===== config.mk =====
export PLATFORM = sky130hd
export DESIGN_NAME = sfmb_front
export DESIGN_NICKNAME = d
export VERILOG_FILES = /design/src/rtl/core/sfmb_pkg.sv /design/src/rtl/core/sfmb_front.sv
export SDC_FILE = /design/constraint.sdc
export NUM_CORES = 1
export LEC_CHECK = 0
export ABC_AREA = 1
export ABC_CLOCK_PERIOD_IN_PS = 2600
export BUFFER_PORTS_ARGS = -buffer_cell sky130_fd_sc_hd__buf_4
export CAP_MARGIN = 25
export CORE_MARGIN = 2
export CORE_UTILIZATION = 40
export CTS_CLUSTER_SIZE = 30
export DETAILED_ROUTE_END_ITERATION = 8
export GPL_TIMING_DRIVEN = 0
export PLACE_DENSITY = 0.7
export SYNTH_ARGS = -nofsm -noshare
export SYNTH_HDL_FRONTEND = slang
export SYNTH_SLANG_ARGS = --single-unit
export TNS_END_PERCENT = 50

===== constraint.sdc =====
create_clock -name clock -period 2.6 [get_ports clock]
set_input_delay 0.39 -clock clock [delete_from_list [all_inputs] [get_ports clock]]
set_output_delay 0.39 -clock clock [all_outputs]
set_load 0.05 [all_outputs]

===== src/rtl/core/sfmb_pkg.sv =====
// ---------------------------------------------------------------------------
// sfmb_pkg
// Shared types and codes for the serial frame memory bridge.
// ---------------------------------------------------------------------------
package sfmb_pkg;

   localparam logic [7:0] MAGIC_IN  = 8'h42;
   localparam logic [7:0] MAGIC_OUT = 8'h24;
   localparam logic [7:0] OP_READ   = 8'h01;
   localparam logic [7:0] OP_WRITE  = 8'h02;
   localparam logic [7:0] OP_ACK    = 8'h81;
   localparam logic [7:0] OP_NAK    = 8'h82;

   typedef enum logic [1:0] {
      CMD_NAK,
      CMD_READ,
      CMD_WRITE
   } cmd_kind_type;

   typedef struct packed {
      cmd_kind_type kind;
      logic [15:0]  addr;
      logic [7:0]   count;
   } cmd_type;

   typedef struct packed {
      logic       en;
      logic [7:0] idx;
      logic [7:0] data;
   } pay_wr_type;

endpackage


===== src/rtl/core/sfmb_front.sv =====
// ---------------------------------------------------------------------------
// sfmb_front
// Host frame parser: hunts magic, collects header and payload, checks the
// frame and queues one command per response frame.
// ---------------------------------------------------------------------------
module sfmb_front #(
   parameter int PAYLOAD_BYTES = 64,
   parameter int PAGE_BYTES    = 64,
   parameter int MEM_BYTES     = 32768
) (
   input  logic                clock,
   input  logic                reset,
   input  logic                req_valid,
   output logic                req_stall,
   input  logic                req_func,
   input  logic [7:0]          req_rx_byte,
   output logic                push_en,
   output sfmb_pkg::cmd_type   push_cmd,
   input  logic                q_full,
   input  logic                write_busy,
   output sfmb_pkg::pay_wr_type pay_wr
);
   import sfmb_pkg::*;

   localparam int          RECIP_SHIFT = 24;
   localparam logic [24:0] RECIP = 25'((2 ** RECIP_SHIFT + PAGE_BYTES - 1) / PAGE_BYTES);

   typedef enum logic [2:0] {
      PH_HUNT, PH_CODE, PH_ALO, PH_AHI, PH_LEN, PH_DATA, PH_SUM
   } phase_type;

   phase_type   phase_ff;
   logic [7:0]  code_ff;
   logic [15:0] addr_ff;
   logic [7:0]  len_ff;
   logic [7:0]  idx_ff;
   logic [7:0]  chk_ff;
   logic [7:0]  rdn_ff;
   logic [15:0] quo_ff;

   logic        accept;
   logic        take;
   logic [40:0] prod;
   logic [15:0] quo_in;
   logic [15:0] page_rem;

   function automatic logic range_ok(logic [15:0] a, logic [7:0] n);
      range_ok = (n != 8'd0) && (9'(n) <= 9'(PAGE_BYTES)) &&
                 (17'(a) < 17'(MEM_BYTES)) &&
                 ((17'(a) + 17'(n)) <= 17'(MEM_BYTES));
   endfunction

   assign req_stall = q_full || ((phase_ff == PH_DATA) && write_busy);
   assign accept = req_valid && !req_stall;
   assign take   = accept && !req_func;

   // page offset by reciprocal multiply; the quotient is registered, and the
   // address settles before the checksum byte can arrive
   assign prod     = 41'(addr_ff) * 41'(RECIP);
   assign quo_in   = prod[RECIP_SHIFT +: 16];
   assign page_rem = addr_ff - 16'(23'(quo_ff) * 23'(PAGE_BYTES));

   always_comb begin
      push_en       = 1'b0;
      push_cmd.kind = CMD_NAK;
      push_cmd.addr = addr_ff;
      push_cmd.count = 8'd0;
      pay_wr.en     = 1'b0;
      pay_wr.idx    = idx_ff;
      pay_wr.data   = req_rx_byte;
      if (take) begin
         case (phase_ff)
            PH_LEN: begin
               push_en = req_rx_byte > 8'(PAYLOAD_BYTES);
            end
            PH_DATA: begin
               pay_wr.en = 1'b1;
            end
            PH_SUM: begin
               push_en = 1'b1;
               if (req_rx_byte == chk_ff) begin
                  if (code_ff == OP_READ) begin
                     if (len_ff == 8'd1 && 9'(rdn_ff) <= 9'(PAYLOAD_BYTES) &&
                         range_ok(addr_ff, rdn_ff)) begin
                        push_cmd.kind  = CMD_READ;
                        push_cmd.count = rdn_ff;
                     end
                  end else if (code_ff == OP_WRITE) begin
                     if (range_ok(addr_ff, len_ff) && page_rem == 16'd0) begin
                        push_cmd.kind  = CMD_WRITE;
                        push_cmd.count = len_ff;
                     end
                  end
               end
            end
            default: ;
         endcase
      end
   end

   always_ff @(posedge clock) begin
      quo_ff <= quo_in;
      if (reset) begin
         phase_ff <= PH_HUNT;
         code_ff  <= 8'd0;
         addr_ff  <= 16'd0;
         len_ff   <= 8'd0;
         idx_ff   <= 8'd0;
         chk_ff   <= 8'd0;
      end else begin
         if (accept && req_func) begin
            phase_ff <= PH_HUNT;
         end else if (take) begin
            case (phase_ff)
               PH_HUNT: begin
                  if (req_rx_byte == MAGIC_IN) begin
                     phase_ff <= PH_CODE;
                     chk_ff   <= MAGIC_IN;
                  end
               end
               PH_CODE: begin
                  code_ff  <= req_rx_byte;
                  chk_ff   <= chk_ff ^ req_rx_byte;
                  phase_ff <= PH_ALO;
               end
               PH_ALO: begin
                  addr_ff[7:0] <= req_rx_byte;
                  chk_ff       <= chk_ff ^ req_rx_byte;
                  phase_ff     <= PH_AHI;
               end
               PH_AHI: begin
                  addr_ff[15:8] <= req_rx_byte;
                  chk_ff        <= chk_ff ^ req_rx_byte;
                  phase_ff      <= PH_LEN;
               end
               PH_LEN: begin
                  chk_ff <= chk_ff ^ req_rx_byte;
                  if (req_rx_byte > 8'(PAYLOAD_BYTES)) begin
                     phase_ff <= PH_HUNT;
                  end else begin
                     len_ff   <= req_rx_byte;
                     idx_ff   <= 8'd0;
                     phase_ff <= (req_rx_byte == 8'd0) ? PH_SUM : PH_DATA;
                  end
               end
               PH_DATA: begin
                  if (idx_ff == 8'd0) rdn_ff <= req_rx_byte;
                  chk_ff <= chk_ff ^ req_rx_byte;
                  idx_ff <= idx_ff + 8'd1;
                  if ((idx_ff + 8'd1) >= len_ff) phase_ff <= PH_SUM;
               end
               PH_SUM: begin
                  phase_ff <= PH_HUNT;
               end
               default: begin
                  phase_ff <= PH_HUNT;
               end
            endcase
         end
      end
   end

endmodule


==> impl_results.html <==
<table>
<tr><th>Metric</th><th>Value</th></tr>
<tr><th colspan="2">Run status</th></tr>
<tr><td>Status</td><td>finished, violations left</td></tr>
<tr><td>Violated checks</td><td>setup timing</td></tr>
<tr><th colspan="2">Cells and area</th></tr>
<tr><td>Synth-to-layout area growth</td><td>28.3%</td></tr>
<tr><td>Area occupied by multi-input gates</td><td>~3200 µm²</td></tr>
<tr><td># nets final</td><td>approximately 850</td></tr>
<tr><td>Count of fill cells added during filler insertion</td><td>1181</td></tr>
<tr><td>Share of cells above drive strength 1</td><td>22.6%</td></tr>
<tr><td>Final non-filler cell total</td><td>about 950</td></tr>
<tr><td>Antenna diode count</td><td>0</td></tr>
<tr><td>Storage cell area</td><td>between 1000 and 1500 µm²</td></tr>
<tr><th colspan="2">Synthesis</th></tr>
<tr><td>Post-Syn Instances</td><td>722</td></tr>
<tr><td>Proportion of netlist area held by the largest area contributor</td><td>roughly a quarter</td></tr>
<tr><td>Yosys Warn Count</td><td>0</td></tr>
<tr><td>Leading area contributor after synthesis</td><td>dfxtp_1</td></tr>
<tr><td>Top cells by area, synth</td><td>dfxtp_1 (25%), nand2_1 (12%), ha_1 (8.9%)</td></tr>
<tr><td>Fraction of the yosys area taken by sequential cells</td><td>between 20% and 30%</td></tr>
<tr><td>Mapped Area</td><td>slightly below 5000 µm²</td></tr>
<tr><td>Number of flops mapped to enable cells by yosys</td><td>8</td></tr>
<tr><td>Number of different library cells in the post-synthesis netlist</td><td>between 40 and 50</td></tr>
<tr><td>Top FF cell, synth</td><td>dfxtp_1</td></tr>
<tr><td>Synthesized net count</td><td>a little under 800</td></tr>
<tr><td>Share of synthesized registers carrying an async set or reset</td><td>0%</td></tr>
<tr><td>Per-instance average area after synthesis</td><td>a little under 7 µm²</td></tr>
<tr><td>Synthesized flop and latch total</td><td>69</td></tr>
<tr><th colspan="2">Global routing</th></tr>
<tr><td>Pin count of the biggest net entering global routing</td><td>13</td></tr>
<tr><td>First-pass GRT wire length</td><td>21800 µm</td></tr>
<tr><td>Global routing usage summed across all routing layers</td><td>around a fifth</td></tr>
<tr><td>Vias in the first global route</td><td>between 4000 and 5000</td></tr>
<tr><td>Initial antenna violation count</td><td>0</td></tr>
<tr><td>Remaining global-route overflow</td><td>0</td></tr>
<tr><th colspan="2">CTS</th></tr>
<tr><td>Clock slew seen by the registers of the worst setup and hold paths</td><td>~60 ps</td></tr>
<tr><td>Maximum number of buffers from clock root to sink</td><td>2</td></tr>
<tr><td># clock sinks</td><td>69</td></tr>
<tr><td>Clk Latency, worst-skew pair</td><td>~330 ps</td></tr>
<tr><td>TritonCTS clock tree</td><td>done</td></tr>
<tr><td>CTS Buf Count</td><td>9</td></tr>
<tr><td>Number of H-tree branching levels</td><td>3</td></tr>
<tr><td>CTS root buffer</td><td>clkbuf_16</td></tr>
<tr><th colspan="2">STA</th></tr>
<tr><td>Fmax</td><td>between 300 and 400 MHz</td></tr>
<tr><td>Setup skew after layout</td><td>~5.5 ps</td></tr>
<tr><td>Finish-stage setup viols</td><td>9</td></tr>
<tr><td>RSZ-0062 raised after global routing</td><td>yes</td></tr>
<tr><td>Relative slew margins</td><td>about 52%</td></tr>
<tr><td>Minimum setup slack in the final design</td><td>-631 ps</td></tr>
<tr><td>Fin crit period</td><td>approximately 3200 ps</td></tr>
<tr><td>Hold Worst Slack</td><td>between 200 and 300 ps</td></tr>
<tr><td>Number of endpoints with negative hold slack in the final report</td><td>0</td></tr>
<tr><td>Worst Tran Pin Value</td><td>about 720 ps</td></tr>
<tr><td>Max-slew violation count</td><td>0</td></tr>
<tr><td>Final Cycle Share</td><td>124%</td></tr>
<tr><th colspan="2">Place</th></tr>
<tr><td>GP Congestion</td><td>roughly 0.9</td></tr>
<tr><td>Port bufs</td><td>between 50 and 60</td></tr>
<tr><td>Half-perimeter wire length after detailed placement</td><td>around 10000 µm</td></tr>
<tr><td>Cells after DPL</td><td>925</td></tr>
<tr><th colspan="2">Critical path</th></tr>
<tr><td>Nature of the critical path startpoint</td><td>flip-flop</td></tr>
<tr><td>Number of cells traversed by the worst register-to-register path</td><td>14</td></tr>
<tr><td>Critical path data arrival time</td><td>about 2800 ps</td></tr>
<tr><td>Startpoint of the most critical register-to-register path</td><td>idx_ff[0]</td></tr>
<tr><td>Req. time, crit path</td><td>about 2200 ps</td></tr>
<tr><td>Nature of the critical path endpoint</td><td>primary output</td></tr>
<tr><td>FF-to-FF setup slack</td><td>~120 ps</td></tr>
<tr><td>Critical register-to-register path endpoint</td><td>phase_ff[0]</td></tr>
<tr><td>Category of the critical setup timing path</td><td>flip-flop to primary output</td></tr>
<tr><td>CP max FO</td><td>8</td></tr>
<tr><th colspan="2">Drt</th></tr>
<tr><td>Top layer reached by signal wires</td><td>met4</td></tr>
<tr><td>Count of TritonRoute iterations in the first routing pass</td><td>5</td></tr>
<tr><td>Number of vias per cell after detailed routing</td><td>between 5 and 6</td></tr>
<tr><td>Total vias in the final route</td><td>~5000</td></tr>
<tr><td>Post-Route WL</td><td>about 13000 µm</td></tr>
<tr><td>Wirelength per Cell</td><td>between 10 and 15 µm</td></tr>
<tr><td>Amount of wire on met2 after detailed routing</td><td>6170 µm</td></tr>
<tr><td>Number of nets still failing antenna checks after routing</td><td>0</td></tr>
<tr><td>Count of unresolved DRC violations after routing</td><td>0</td></tr>
<tr><td>Number of DRC markers in iteration 0</td><td>~280</td></tr>
<tr><td>Met3 Routed Length</td><td>roughly 560 µm</td></tr>
<tr><td>Wl on met1</td><td>slightly above 6000 µm</td></tr>
<tr><th colspan="2">Pwr</th></tr>
<tr><td>Power density over cell area</td><td>about 400 nW/µm²</td></tr>
<tr><td>Peak VDD IR</td><td>approximately 0.33 mV</td></tr>
<tr><td>Leakage component of the power</td><td>just under 3 nW</td></tr>
<tr><th colspan="2">Worst hold path</th></tr>
<tr><td>Cell count of the worst hold path</td><td>1</td></tr>
<tr><td>Start point of the worst hold path</td><td>req_rx_byte[3]</td></tr>
<tr><td>Min-Delay Path Class</td><td>input port to flip-flop</td></tr>
<tr><td>Worst min-delay path endpoint</td><td>rdn_ff[3]</td></tr>
<tr><th colspan="2">Floorplan</th></tr>
<tr><td>Area enclosed by the die boundary</td><td>roughly 13000 µm²</td></tr>
<tr><td>Die boundary height</td><td>115 µm</td></tr>
<tr><td>Initial Utilization</td><td>around two fifths</td></tr>
<tr><td>I/O pin count</td><td>59</td></tr>
<tr><td>Core outline area</td><td>between 10000 and 15000 µm²</td></tr>
<tr><td>Standard-cell row count</td><td>40</td></tr>
<tr><td>Die boundary width</td><td>115 µm</td></tr>
<tr><th colspan="2">Job</th></tr>
<tr><td>Reported max-cap violation count</td><td>0</td></tr>
</table>
cell type report:
cell class	instances	share of cell area (%)
multi-input cells	531	51.6
plain buffers	18	1.69
flip-flops and latches	69	23.6
inverters	104	6.22
clock inverters	7	1.43
repair buffers	64	8.92
clock buffers	9	3.59
well taps	147	2.93
synthesized netlist by cell type, drive strengths merged (3+ instances only):
library cell / count
a21oi: 64
a211oi: 11
nand3: 57
ha: 35
nand4: 11
inv: 102
nor2: 84
or3: 3
o211ai: 3
nand3b: 6
dfxtp: 61
o21ai: 36
nor3: 12
xor2: 16
xnor2: 7
nand2: 166
edfxtp: 8
clkbuf: 5
buf: 13
logic make-up (layout without fill, tap and decap cells):
family | count (synthesis) | after routing | share of synthesized area, %
xor+xnor | 23 | 23 | 4.12
flops | 69 | 69 | 29.9
buf+inv | 122 | 202 | 10.1
other cells | 1 | 1 | 0.0766
simple gates | 345 | 345 | 31.4
fa+ha+maj | 37 | 37 | 9.76
compound gates | 125 | 125 | 14.6
state kept, by name, indices dropped and copies added (netlist names):
register / flops
code_ff: 8
chk_ff: 8
addr_ff: 16
phase_ff: 3
idx_ff: 8
len_ff: 8
quo_ff: 10
rdn_ff: 8
worst max-delay path by stage:
| stage | start | end | slack [ps] | cells past startpoint |
|---|---|---|---|---|
| 2_1_floorplan | idx_ff[0] | phase_ff[0] | -160 | 14 |
| 3_3_place_gp | len_ff[0] | push_cmd[3] | -500 | 15 |
| 3_5_place_dp | len_ff[0] | push_cmd[5] | -510 | 15 |
| 4_1_cts | len_ff[0] | push_cmd[5] | -650 | 15 |
| 5_1_grt | len_ff[5] | push_cmd[1] | -770 | 15 |
| 6_report | len_ff[0] | push_cmd[6] | -630 | 15 |
cells in the final DEF, fill, tap and decap left out, types with 4 or more instances in the layout:
cell type	count
xnor2_1	7
nand3_2	14
dfxtp_1	49
inv_2	9
a211oi_1	11
clkbuf_16	9
inv_1	93
xor2_1	16
buf_8	8
nor2_2	8
nand3_1	40
nand2_2	9
nor2_1	72
nor3_1	11
ha_1	31
buf_2	4
nand3b_1	6
a21oi_1	60
nand4_1	9
o21ai_0	34
nand2_4	9
nand2_1	148
buf_4	62
edfxtp_1	8
dfxtp_2	10
clkbuf_1	5
critical path, stage by stage, from the launching register on:
cell     delay (ps)
dfxtp_4         360
ha_4            160
fa_1            460
or2_4           250
nor2_4           80
nand3_2          80
nor2_2          110
nand2_1          60
nor2_1          110
nand3_1          80
nor2_1          100
nand3_1         110
nand2_4         190
nand3_2         120
nand2_4          80
buf_8           140
what timing repair did:
item	4_1_cts	5_1_grt
endpoints found under the hold margin	0	0
hold buffers	0	0
gates resized for setup	31	16
setup endpoints to repair	20	12
pin swaps	4	12
setup buffers	5	3
power by group:
part           internal (mW)  switching (mW)  total, mW  leakage [nW]
clock network          0.834           0.468       1.30         0.153
logic                 0.0427          0.0916      0.134          2.21
registers               1.07        0.000187       1.07         0.570
total                   1.95           0.560       2.51          2.93
through the flow:
step	setup slack, ps	area [µm²]	util (%)	power, mW	setup TNS [ps]
after floorplan	-164	5080	-	1.18	-1580
after global placement	-502	5690	47.6	1.23	-4860
after detailed placement	-509	5690	47.6	1.23	-4660
after CTS	-651	6160	51.5	2.53	-5550
after global routing	-774	6280	52.5	2.58	-6820
final	-631	6280	52.5	2.51	-5350
per-layer routing:
| layer | vias up | GRT usage, % |
|---|---|---|
| met5 | - | 0 |
| met4 | 0 | 8.94 |
| met3 | 24 | 1.75 |
| met2 | 139 | 34.6 |
| met1 | 2208 | 28.2 |
| li1 | 2528 | - |
Note: power is estimated with default switching activity, not from simulation.
