==> src/rtl/core/sfmb_pkg.sv <==
// ---------------------------------------------------------------------------
// sfmb_pkg
// Shared types and codes for the serial frame memory bridge.
// ---------------------------------------------------------------------------
package sfmb_pkg;

   localparam logic [7:0] MAGIC_IN  = 8'h42;
   localparam logic [7:0] MAGIC_OUT = 8'h24;
   localparam logic [7:0] OP_READ   = 8'h01;
   localparam logic [7:0] OP_WRITE  = 8'h02;
   localparam logic [7:0] OP_ACK    = 8'h81;
   localparam logic [7:0] OP_NAK    = 8'h82;

   typedef enum logic [1:0] {
      CMD_NAK,
      CMD_READ,
      CMD_WRITE
   } cmd_kind_type;

   typedef struct packed {
      cmd_kind_type kind;
      logic [15:0]  addr;
      logic [7:0]   count;
   } cmd_type;

   typedef struct packed {
      logic       en;
      logic [7:0] idx;
      logic [7:0] data;
   } pay_wr_type;

endpackage

==> src/rtl/core/sfmb_queue.sv <==
// ---------------------------------------------------------------------------
// sfmb_queue
// Two-entry command queue between parser and response engine.
// ---------------------------------------------------------------------------
module sfmb_queue (
   input  logic              clock,
   input  logic              reset,
   input  logic              push_en,
   input  sfmb_pkg::cmd_type push_cmd,
   input  logic              pop_en,
   output sfmb_pkg::cmd_type head,
   output logic              empty,
   output logic              full,
   output logic              has_write
);
   import sfmb_pkg::*;

   cmd_type    slot_ff [2];
   logic       wp_ff;
   logic       rp_ff;
   logic [1:0] cnt_ff;
   logic [1:0] busy;

   assign head  = slot_ff[rp_ff];
   assign empty = cnt_ff == 2'd0;
   assign full  = cnt_ff == 2'd2;

   always_comb begin
      for (int i = 0; i < 2; i++) begin
         busy[i] = full || (cnt_ff == 2'd1 && rp_ff == 1'(i));
      end
      has_write = (busy[0] && slot_ff[0].kind == CMD_WRITE) ||
                  (busy[1] && slot_ff[1].kind == CMD_WRITE);
   end

   always_ff @(posedge clock) begin
      if (push_en) slot_ff[wp_ff] <= push_cmd;
      if (reset) begin
         wp_ff  <= 1'b0;
         rp_ff  <= 1'b0;
         cnt_ff <= 2'd0;
      end else begin
         if (push_en) wp_ff <= ~wp_ff;
         if (pop_en) rp_ff <= ~rp_ff;
         cnt_ff <= cnt_ff + 2'(push_en) - 2'(pop_en);
      end
   end

endmodule

==> config.mk <==
export PLATFORM = sky130hd
export DESIGN_NAME = sfmb_queue
export DESIGN_NICKNAME = d
export VERILOG_FILES = /design/src/rtl/core/sfmb_pkg.sv /design/src/rtl/core/sfmb_queue.sv
export SDC_FILE = /design/constraint.sdc
export NUM_CORES = 1
export LEC_CHECK = 0
export BUFFER_PORTS_ARGS = -buffer_cell sky130_fd_sc_hd__buf_4
export CORE_AREA = 2 2 83 85
export CTS_BUF_LIST = sky130_fd_sc_hd__clkbuf_4 sky130_fd_sc_hd__clkbuf_8 sky130_fd_sc_hd__clkbuf_16
export CTS_CLUSTER_DIAMETER = 30
export DETAILED_ROUTE_END_ITERATION = 12
export DIE_AREA = 0 0 85 87
export MAX_ROUTING_LAYER = met4
export PLACE_DENSITY = 0.57
export SYNTH_ARGS = -nofsm -noshare
export SYNTH_HDL_FRONTEND = slang
export SYNTH_SLANG_ARGS = --single-unit
==> constraint.sdc <==
create_clock -name clock -period 4.88 [get_ports clock]
set_input_delay 0.244 -clock clock [delete_from_list [all_inputs] [get_ports clock]]
set_output_delay 0.244 -clock clock [all_outputs]
set_load 0.02 [all_outputs]
==> results of run 1 <==
==> registers in the layout, indices dropped and copies added (netlist names), named ones only <==
| name | count |
|---|---|
| cnt_ff | 2 |
| rp_ff | 1 |
| slot_ff | 52 |
| wp_ff | 1 |
==> cells in the mapped netlist <==
master	number	area share (%)
ha_1	2	1.1
nor2_1	5	0.84
edfxtp_1	52	70
buf_12	2	1.8
xor2_1	1	0.39
inv_1	2	0.34
buf_6	1	0.51
xnor2_1	3	1.2
mux2i_1	1	0.45
o31ai_1	1	0.34
mux2_4	20	13
and2_1	1	0.28
dfxtp_1	5	4.5
mux2_2	6	3.0
nor2b_1	5	1.4
o21ai_0	1	0.22
==> cell families (layout without fill, tap and decap cells) <==
family	Yosys count	count (layout)	synth area share, %
muxes	27	27	16.97
DFF	57	57	74.61
xor gates and xnor gates	4	4	1.573
and+or+nand+nor	11	11	2.528
AOI/OAI and AO/OA	2	2	0.5617
adders and majority gates	2	2	1.123
buffers and inverters	5	77	2.641
==> worst max-delay path: stages, from the launching register on <==
cell and delay (ns):
dfxtp_2 0.88, mux2_2 0.42, buf_4 0.16
==> final timing paths <==
path	start	endpoint	slack [ns]
min reg2reg	wp_ff	wp_ff	0.56
max	register	head[23]	2.85
max reg2reg	wp_ff	slot_ff[1][9]	3.26
min	push_cmd[2]	slot_ff[1][2]	0.10
==> through the flow <==
stage          worst slack [ns]  instances  cell area (sq um)  hold WS, ns  util, %
2_1_floorplan             2.964        108               2227       0.3156        -
5_1_grt                   2.748        260               2909      0.08286    44.29
4_1_cts                   2.798        260               2909      0.07855    44.29
3_3_place_gp              3.193        245               2730       0.4292    41.56
6_report                  2.850        260               2909       0.1009    44.29
3_5_place_dp              3.166        245               2730       0.4326    41.56
==> routing by layer <==
layer / track usage (%) / part of all wire [%] / vias up / routed length (microns)
li1: - / - / 544 / -
met1: 13.04 / 42 / 543 / 1595
met2: 18.18 / 49 / 41 / 1867
met3: 4.360 / 7.4 / 7 / 280
met4: 6.926 / 1.6 / 0 / 61
met5: - / 0 / - / 0
==> power by group <==
group	total [mW]	switching, mW	internal (mW)
clock	0.402	0.169	0.233
combinational	0.187	0.0871	0.100
sequential	0.592	0.0222	0.570
total	1.18	0.278	0.903
==> layout by cell type, fill, tap and decap left out, drive strengths merged <==
cell type / count
inv: 2
clkinv: 4
nor2b: 5
nor2: 5
o21ai: 1
o31ai: 1
dfxtp: 5
mux2: 26
clkbuf: 10
mux2i: 1
ha: 2
xnor2: 3
buf: 60
bufinv: 1
and2: 1
edfxtp: 52
xor2: 1
==> final cells by class <==
type,count,area share (%)
clock inverter,5,1.634
sequential,57,57.16
tap,80,3.441
clock buffer,10,4.516
inverter,2,0.2581
multi-input combinational,46,17.51
timing repair buffer,60,15.48
==> reports/metrics.cfg, run 1 <==
[clock_network]
path_clk_slew_ns=0.06
cts_root_buf=clkbuf_8
cts-buffers-inserted=9
htreeDepth=3
cts_buffer_depth=2
cts_tree=done
cts_resized=0
insertion_delay_ns=0.32
clock_sinks=57
ctsHoldBuffers=0
cts_setup_buffers=0

[grt]
grt.overflow.total=0
grt_start_max_net_pins=27
antenna_found_initial=0
grt_pass1_wl_mm=6.230
grt_use_total_pct=11.75
grt_pass1_vias=1274

[drt]
wl_mm=3.804
viasPerCell=4.365
drt-initial-drc-count=34
ant_nets=0
vias=1135
dr.pass1.iters=3
route.detailed.drc=0
wl_per_cell_microns=14.63

[layout]
n_fill_cell=613
nNetsFinal=208
drive_above_1_share_pct=56.11
seqCellArea_sq_um=1663
multi_input_area_sq_um=509.2
syn2layout_area_growth_pct=30.62
diodes=0

[setup_path]
cp-end-kind=output pin
start_kind=register
cp_max_fo=26
critPathArrivalTime_ns=1.79
ff2ff_path_depth=2
worstPathRequired_ns=4.64
crit_type=reg2out

[synth]
synth_area_sq_um=2227
ys_warn_count=0
ys_ff_latch=57
syn_area_per_cell_sq_um=20.62
synthCells=108
synth_seq_area_share_pct=74.61
ys_types=16
syn_nets=140

[die]
start_util_pct=33.90
core_area_sq_um=6569
io_pins=59
die_w_microns=85
core.rowCount=30
die_y_microns=87
die-area_sq_um=7395

[hold_path]
worstHoldPathType=in2reg
min_path_cells=1

[pwr]
leakage_nw=1.152
p_total_mw=1.181
powerDensity_nw_per_um2=406.1
peakVddDrop_v=0.0002011

[sta]
finalHoldViolCount=0
setup_tns_ns=0
final-setup-viol-count=0
fin_skew_ns=0.002749
slew_headroom_pct=43.91
tightest_slew_ns=0.8414
period_needed_ns=2.030
final.period_utilization_pct=41.60
rsz0062_at_grt=false
fmax_mhz=492.6
maxSlewViolCount=0

[run_status]
status=completed

[placement]
place_hpwl_mm=2.553
io_buffers=58
gp_congestion=0.7182

[job]
cap_violations=0

No activity file was read; power rests on OpenSTA's default activity.
==> run 2: changes to the inputs <==
Clock period 4.88 ns to 1.9 ns, I/O delays scaled along.
==> run 2 against run 1 <==
- die area stayed put
- design area is 12% higher
- clock-buffer cell count is 2 higher
- sequential cell count stayed put
- via count is 8.5% higher
- cell count is 12% higher
- sequential share of layout area is 6.2 points lower
- critical path type unchanged
- largest cell class unchanged
- power grew to 2.8 times the previous value
- worst hold slack worse by 0.054 ns
- global-route usage is 0.33 points higher
==> reports/metrics.cfg, run 2 (synthesis results as in run 1) <==
[setup_path]
critPathTopFamily=buffers and inverters
worstPathRequired_ns=1.80
crit_type=reg2out
cp_cell_sequence=buf_4 -> mux2_2 -> buf_4
reg2reg_to=cnt_ff[1]
crit_top_cell=buf_4
cp_slowest_stage_delay_ns=0.36
cp_max_fo=14
critical_path_buf_inv_count=2
ff2ff_path_depth=7
cp-end-kind=output pin
start_kind=register
critPathArrivalTime_ns=1.43
r2r_start=cnt_ff[0]
reg2reg_slack_ns=0.53
cp.depth=3
critical-path-slowest-cell=mux2_2

[layout]
syn2layout_area_growth_pct=46.57
largest_register=slot_ff
drive_above_1_share_pct=50.94
largest_reg_flops=52
top_regs=slot_ff: 52 flops, cnt_ff: 2 flops
final_cell_mix=64 x buf_4, 52 x edfxtp_1, 27 x dlygate4sd3_1, 20 x mux2_4, 11 x clkbuf_8
layout_commonest_cell=buf_4
diodes=0
nNetsFinal=239
final_cell_area_sq_um=3264

[clock_network]
cts_root_buf=clkbuf_8
insertion_delay_ns=0.32
cts_buffer_depth=2
cts_resized=0
path_clk_slew_ns=0.07
cts-buffers-inserted=9
clock_sinks=57
htreeDepth=3
cts_tree=done

[run_status]
status=completed

[grt]
grt_start_max_net_pins=15
grt_pass1_vias=1405
antenna_found_initial=0
grt.overflow.total=0
grt_pass1_wl_mm=6.396
grt_use_total_pct=12.08

[sta]
setup_tns_ns=0
final.period_utilization_pct=80.06
fin_skew_ns=0.007348
fmax_mhz=657.4
worst_slack_ns=0.3789
final-setup-viol-count=0
slew_headroom_pct=83.41
tightest_slew_ns=0.2488
finalHoldViolCount=0
period_needed_ns=1.521
maxSlewViolCount=0
rsz0062_at_grt=false

[drt]
dr.pass1.iters=3
wl_mm=4.107
wl_per_cell_microns=14.07
vias=1232
route.detailed.drc=0
viasPerCell=4.219
drt-initial-drc-count=41
ant_nets=0

[job]
cap_violations=0

[placement]
gp_congestion=0.6928
place_hpwl_mm=2.761
pre_cts_slack_ns=0.5455
placed_cell_area_sq_um=2760
io_buffers=58

[hold_path]
worstHoldPathType=in2reg
min_path_cells=3
hold_end=wp_ff
min_from=push_en

[pwr]
powerDensity_nw_per_um2=1022
leakage_nw=1.303
peakVddDrop_v=0.0006369
p_total_mw=3.336

[die]
die_y_microns=87
die-area_sq_um=7395
die_w_microns=85
start_util_pct=33.90
core_area_sq_um=6569
core.rowCount=30
io_pins=59

## run 2: timing repair
| action | in CTS | in global routing |
|---|---|---|
| endpoints found under the hold margin | 57 | 0 |
| setup buffers | 0 | 0 |
| hold buffers | 27 | 0 |
## run 2: tightest hold or removal path, cell delays in order
cell and delay, ns:
buf_4 0.11, xnor2_1 0.06, nor2_1 0.07
## run 2: worst max path at each step
stage               startpoint             to  slack [ns]
floorplan                wp_ff  slot_ff[0][0]        0.47
global placement     cnt_ff[0]      cnt_ff[1]        0.61
finish                register        head[2]        0.38
CTS                   register        head[2]        0.34
detailed placement   cnt_ff[0]      cnt_ff[1]        0.55
global route          register        head[2]        0.32
## run 2: per-layer routing
metal / global-route usage [%] / routed length [microns] / vias to the layer above
li1: - / - / 605
met1: 12.85 / 1704 / 581
met2: 20.38 / 2134 / 38
met3: 3.507 / 195 / 8
met4: 6.494 / 74 / 0
met5: - / 0 / -
## run 2: power breakdown
part / leakage (nW) / switching [mW] / total, mW / internal, mW
sequential: 0.530 / 0.0305 / 1.49 / 1.46
clock: 0.112 / 0.453 / 1.28 / 0.825
combinational: 0.661 / 0.264 / 0.565 / 0.301
total: 1.30 / 0.748 / 3.34 / 2.59
## run 2: layout make-up
| cell class | instances | area (sq um) |
|---|---|---|
| tap | 80 | 100.1 |
| sequential | 57 | 1663 |
| clock buffer | 12 | 158.9 |
| clock inverter | 4 | 75.07 |
| multi-input combinational | 46 | 509.2 |
| timing repair buffer | 91 | 750.7 |
| fill | 546 | 3304 |
| inverter | 2 | 7.507 |
## run 2: per-stage QoR
step	utilization [%]	cells	hold slack (ns)
after floorplan	-	108	0.1666
after global placement	42.02	249	0.2807
after detailed placement	42.02	249	0.2832
after CTS	49.70	292	0.02338
after global routing	49.70	292	0.06520
final	49.70	292	0.04665
==> run 3: changes to the inputs <==
Settings changed: ABC_AREA set to 1, CORE_AREA 2 2 83 85 to 2 2 84 86, DIE_AREA 0 0 85 87 to 0 0 86 88, PLACE_DENSITY 0.57 to 0.56.
Clock period 1.9 ns to 1.6 ns, I/O delays scaled along.
==> run 3 against run 2 <==
- non-clock buffer count fell by 3
- sequential cell count did not move
- via count rose by 7.8%
- wire length fell by 0.24%
- worst hold slack got worse by 0.013 ns
- global-route usage fell by 0.087 points
- sequential power rose by 18%
- synthesized cell count rose by 17%
- cell count rose by 4.8%
- power rose by 3.6%
- register-to-register slack got worse by 0.30 ns
- critical path type unchanged
- critical endpoint is now head[4]
- largest cell class unchanged
==> reports/metrics.cfg, run 3 <==
[run_status]
status=completed

[grt]
antenna_found_initial=0
grt_pass1_wl_mm=6.320
grt.overflow.total=0
grt_pass1_vias=1368
grt_use_total_pct=12.00
grt_start_max_net_pins=23

[clock_network]
insertion_delay_ns=0.33
cts_root_buf=clkbuf_8
cts-buffers-inserted=9
htreeDepth=3
clock_sinks=57
cts_tree=done
cts_buffer_depth=2
cts_setup_buffers=0
path_clk_slew_ns=0.05

[drt]
wl_mm=4.097
wl_per_cell_microns=13.39
ant_nets=0
drt-initial-drc-count=34
viasPerCell=4.340
dr.pass1.iters=4
vias=1328
route.detailed.drc=0

[die]
die_w_microns=86
io_pins=59
die-area_sq_um=7568
start_util_pct=33.80
core.rowCount=30
die_y_microns=88
core_area_sq_um=6644

[synth]
yosysTopAreaCell=edfxtp_1
yosys-top-cells-count=52 x edfxtp_1, 18 x mux2_4, 12 x inv_1, 11 x nand2_1, 9 x nor2_1
synth_edf_count=52
synthCells=126
syn_area_per_cell_sq_um=17.82
synth_seq_area_share_pct=73.98
synthTopCellsByArea=edfxtp_1 70%, mux2_4 12%, dfxtp_1 4.5%
synth_top_area_share_pct=69.53
synth_area_sq_um=2246
synth_ff_type=edfxtp_1
async_flop_share_pct=0
ys_warn_count=0
syn_nets=158
synth.most_common_cell=edfxtp_1
ys_types=15
ys_ff_latch=57

[layout]
largest_reg_flops=52
layout_commonest_cell=buf_4
final_cell_mix=58 x buf_4, 52 x edfxtp_1, 27 x dlygate4sd3_1, 18 x mux2_4, 12 x inv_1
diodes=0
nNetsFinal=254
drive_above_1_share_pct=45.13
largest_register=slot_ff
n_fill_cell=589
final_cell_area_sq_um=3227
top_regs=slot_ff: 52 flops, cnt_ff: 2 flops
syn2layout_area_growth_pct=43.68

[placement]
gp_congestion=0.7393
place_hpwl_mm=2.707
placed_cell_area_sq_um=2794
io_buffers=58
pre_cts_slack_ns=0.2546

[sta]
final-setup-viol-count=0
period_needed_ns=1.522
maxSlewViolCount=0
finalHoldViolCount=0
final.period_utilization_pct=95.11
rsz0062_at_grt=false
holdWs_ns=0.03392
fmax_mhz=657.1
setup_tns_ns=0
fin_skew_ns=0.006938
slew_headroom_pct=76.01
worst_slack_ns=0.07819
tightest_slew_ns=0.3595

[setup_path]
worstPathRequired_ns=1.52
critPathArrivalTime_ns=1.44
cp-end-kind=output pin
cp_cell_sequence=buf_12 -> mux2_2 -> buf_4
crit_type=reg2out
cp_slowest_stage_delay_ns=0.40
critPathTopFamily=flip-flops
start_kind=register
r2r_start=cnt_ff[0]
cp_max_fo=22
critical-path-slowest-cell=dfxtp_4
critical_path_buf_inv_count=2

[pwr]
p_int_mw=2.626
pwr-share-seq_pct=50.9
switching_share_pct=24.00
powerDensity_nw_per_um2=1071
pwr-share-comb_pct=18.0
clock_power_share_pct=31.2
peakVddDrop_v=0.0004589
leakage_nw=1.328
p_total_mw=3.455
p_sw_mw=0.8291

[hold_path]
worstHoldPathType=in2reg
min_from=pop_en

[job]
cap_violations=0

## run 3: cell types whose count changed in the layout (fill, tap and decap cells not counted), sizes merged, moves of 3 or more
cell | before | now
nor2 | 5 | 9
clkinv | 0 | 3
buf | 64 | 61
inv | 2 | 12
nor2b | 5 | 0
nand3 | 0 | 3
nand2 | 0 | 11
## run 3: worst min-delay path, cell delays in order
cell	delay, ns
buf_4	0.09
xnor2_1	0.07
nor2_1	0.08
## run 3: final timing paths
check              endpoint  slack (ns)  cells past startpoint
setup / recovery    head[4]        0.08                      3
setup reg to reg  cnt_ff[1]        0.23                      8
hold reg to reg       wp_ff        0.53                      2
hold / removal        rp_ff        0.03                      3
## run 3: logic make-up (layout without fill, tap and decap cells)
family / count (synthesis) / count (layout) / synth area share, %
AO/OA/AOI/OAI: 2 / 2 / 0.4453
XOR/XNOR: 1 / 1 / 0.3900
adder cells (fa/ha/maj): 2 / 2 / 1.114
buffers and inverters: 15 / 115 / 4.290
flip-flops: 57 / 57 / 73.98
multiplexers: 25 / 25 / 15.54
AND/OR/NAND/NOR: 24 / 24 / 4.233
## run 3: what timing repair did
item	4_1_cts	5_1_grt
hold endpoints to repair	56	0
gates resized for setup	1	0
setup endpoints to repair	2	0
hold buffers	27	0
## run 3: area by class of cell
cell class,count,area [sq um],share of cell area (%)
Clock buffer,11,138.9,4.304
Sequential cell,57,1665,51.61
Clock inverter,4,21.27,0.6592
Timing Repair Buffer,88,765.7,23.73
Inverter,12,45.04,1.396
Multi-Input combinational cell,54,490.5,15.20
Tap cell,80,100.1,3.102
## run 3: routing by layer
layer  global-route usage [%]  up-vias  share of wire, %
met5                        -        -                 0
met1                    13.07      626                41
met2                    19.17       49                50
met4                    4.762        0               1.2
met3                    5.467        7               7.4
li1                         -      646                 -
## run 3: power by group through the flow
stage                     combinational (mW)  sequential, mW  clock, mW
after floorplan                        0.356            1.77          0
after global placement                 0.560            1.78          0
after detailed placement               0.576            1.79          0
after CTS                              0.631            1.76       1.13
after global routing                   0.670            1.76       1.20
final                                  0.620            1.76       1.08
## run 3: per-stage QoR
stage	util [%]	instances
4_1_cts	48.57	306
3_5_place_dp	42.05	264
2_1_floorplan	-	126
5_1_grt	48.57	306
3_3_place_gp	42.05	264
6_report	48.57	306
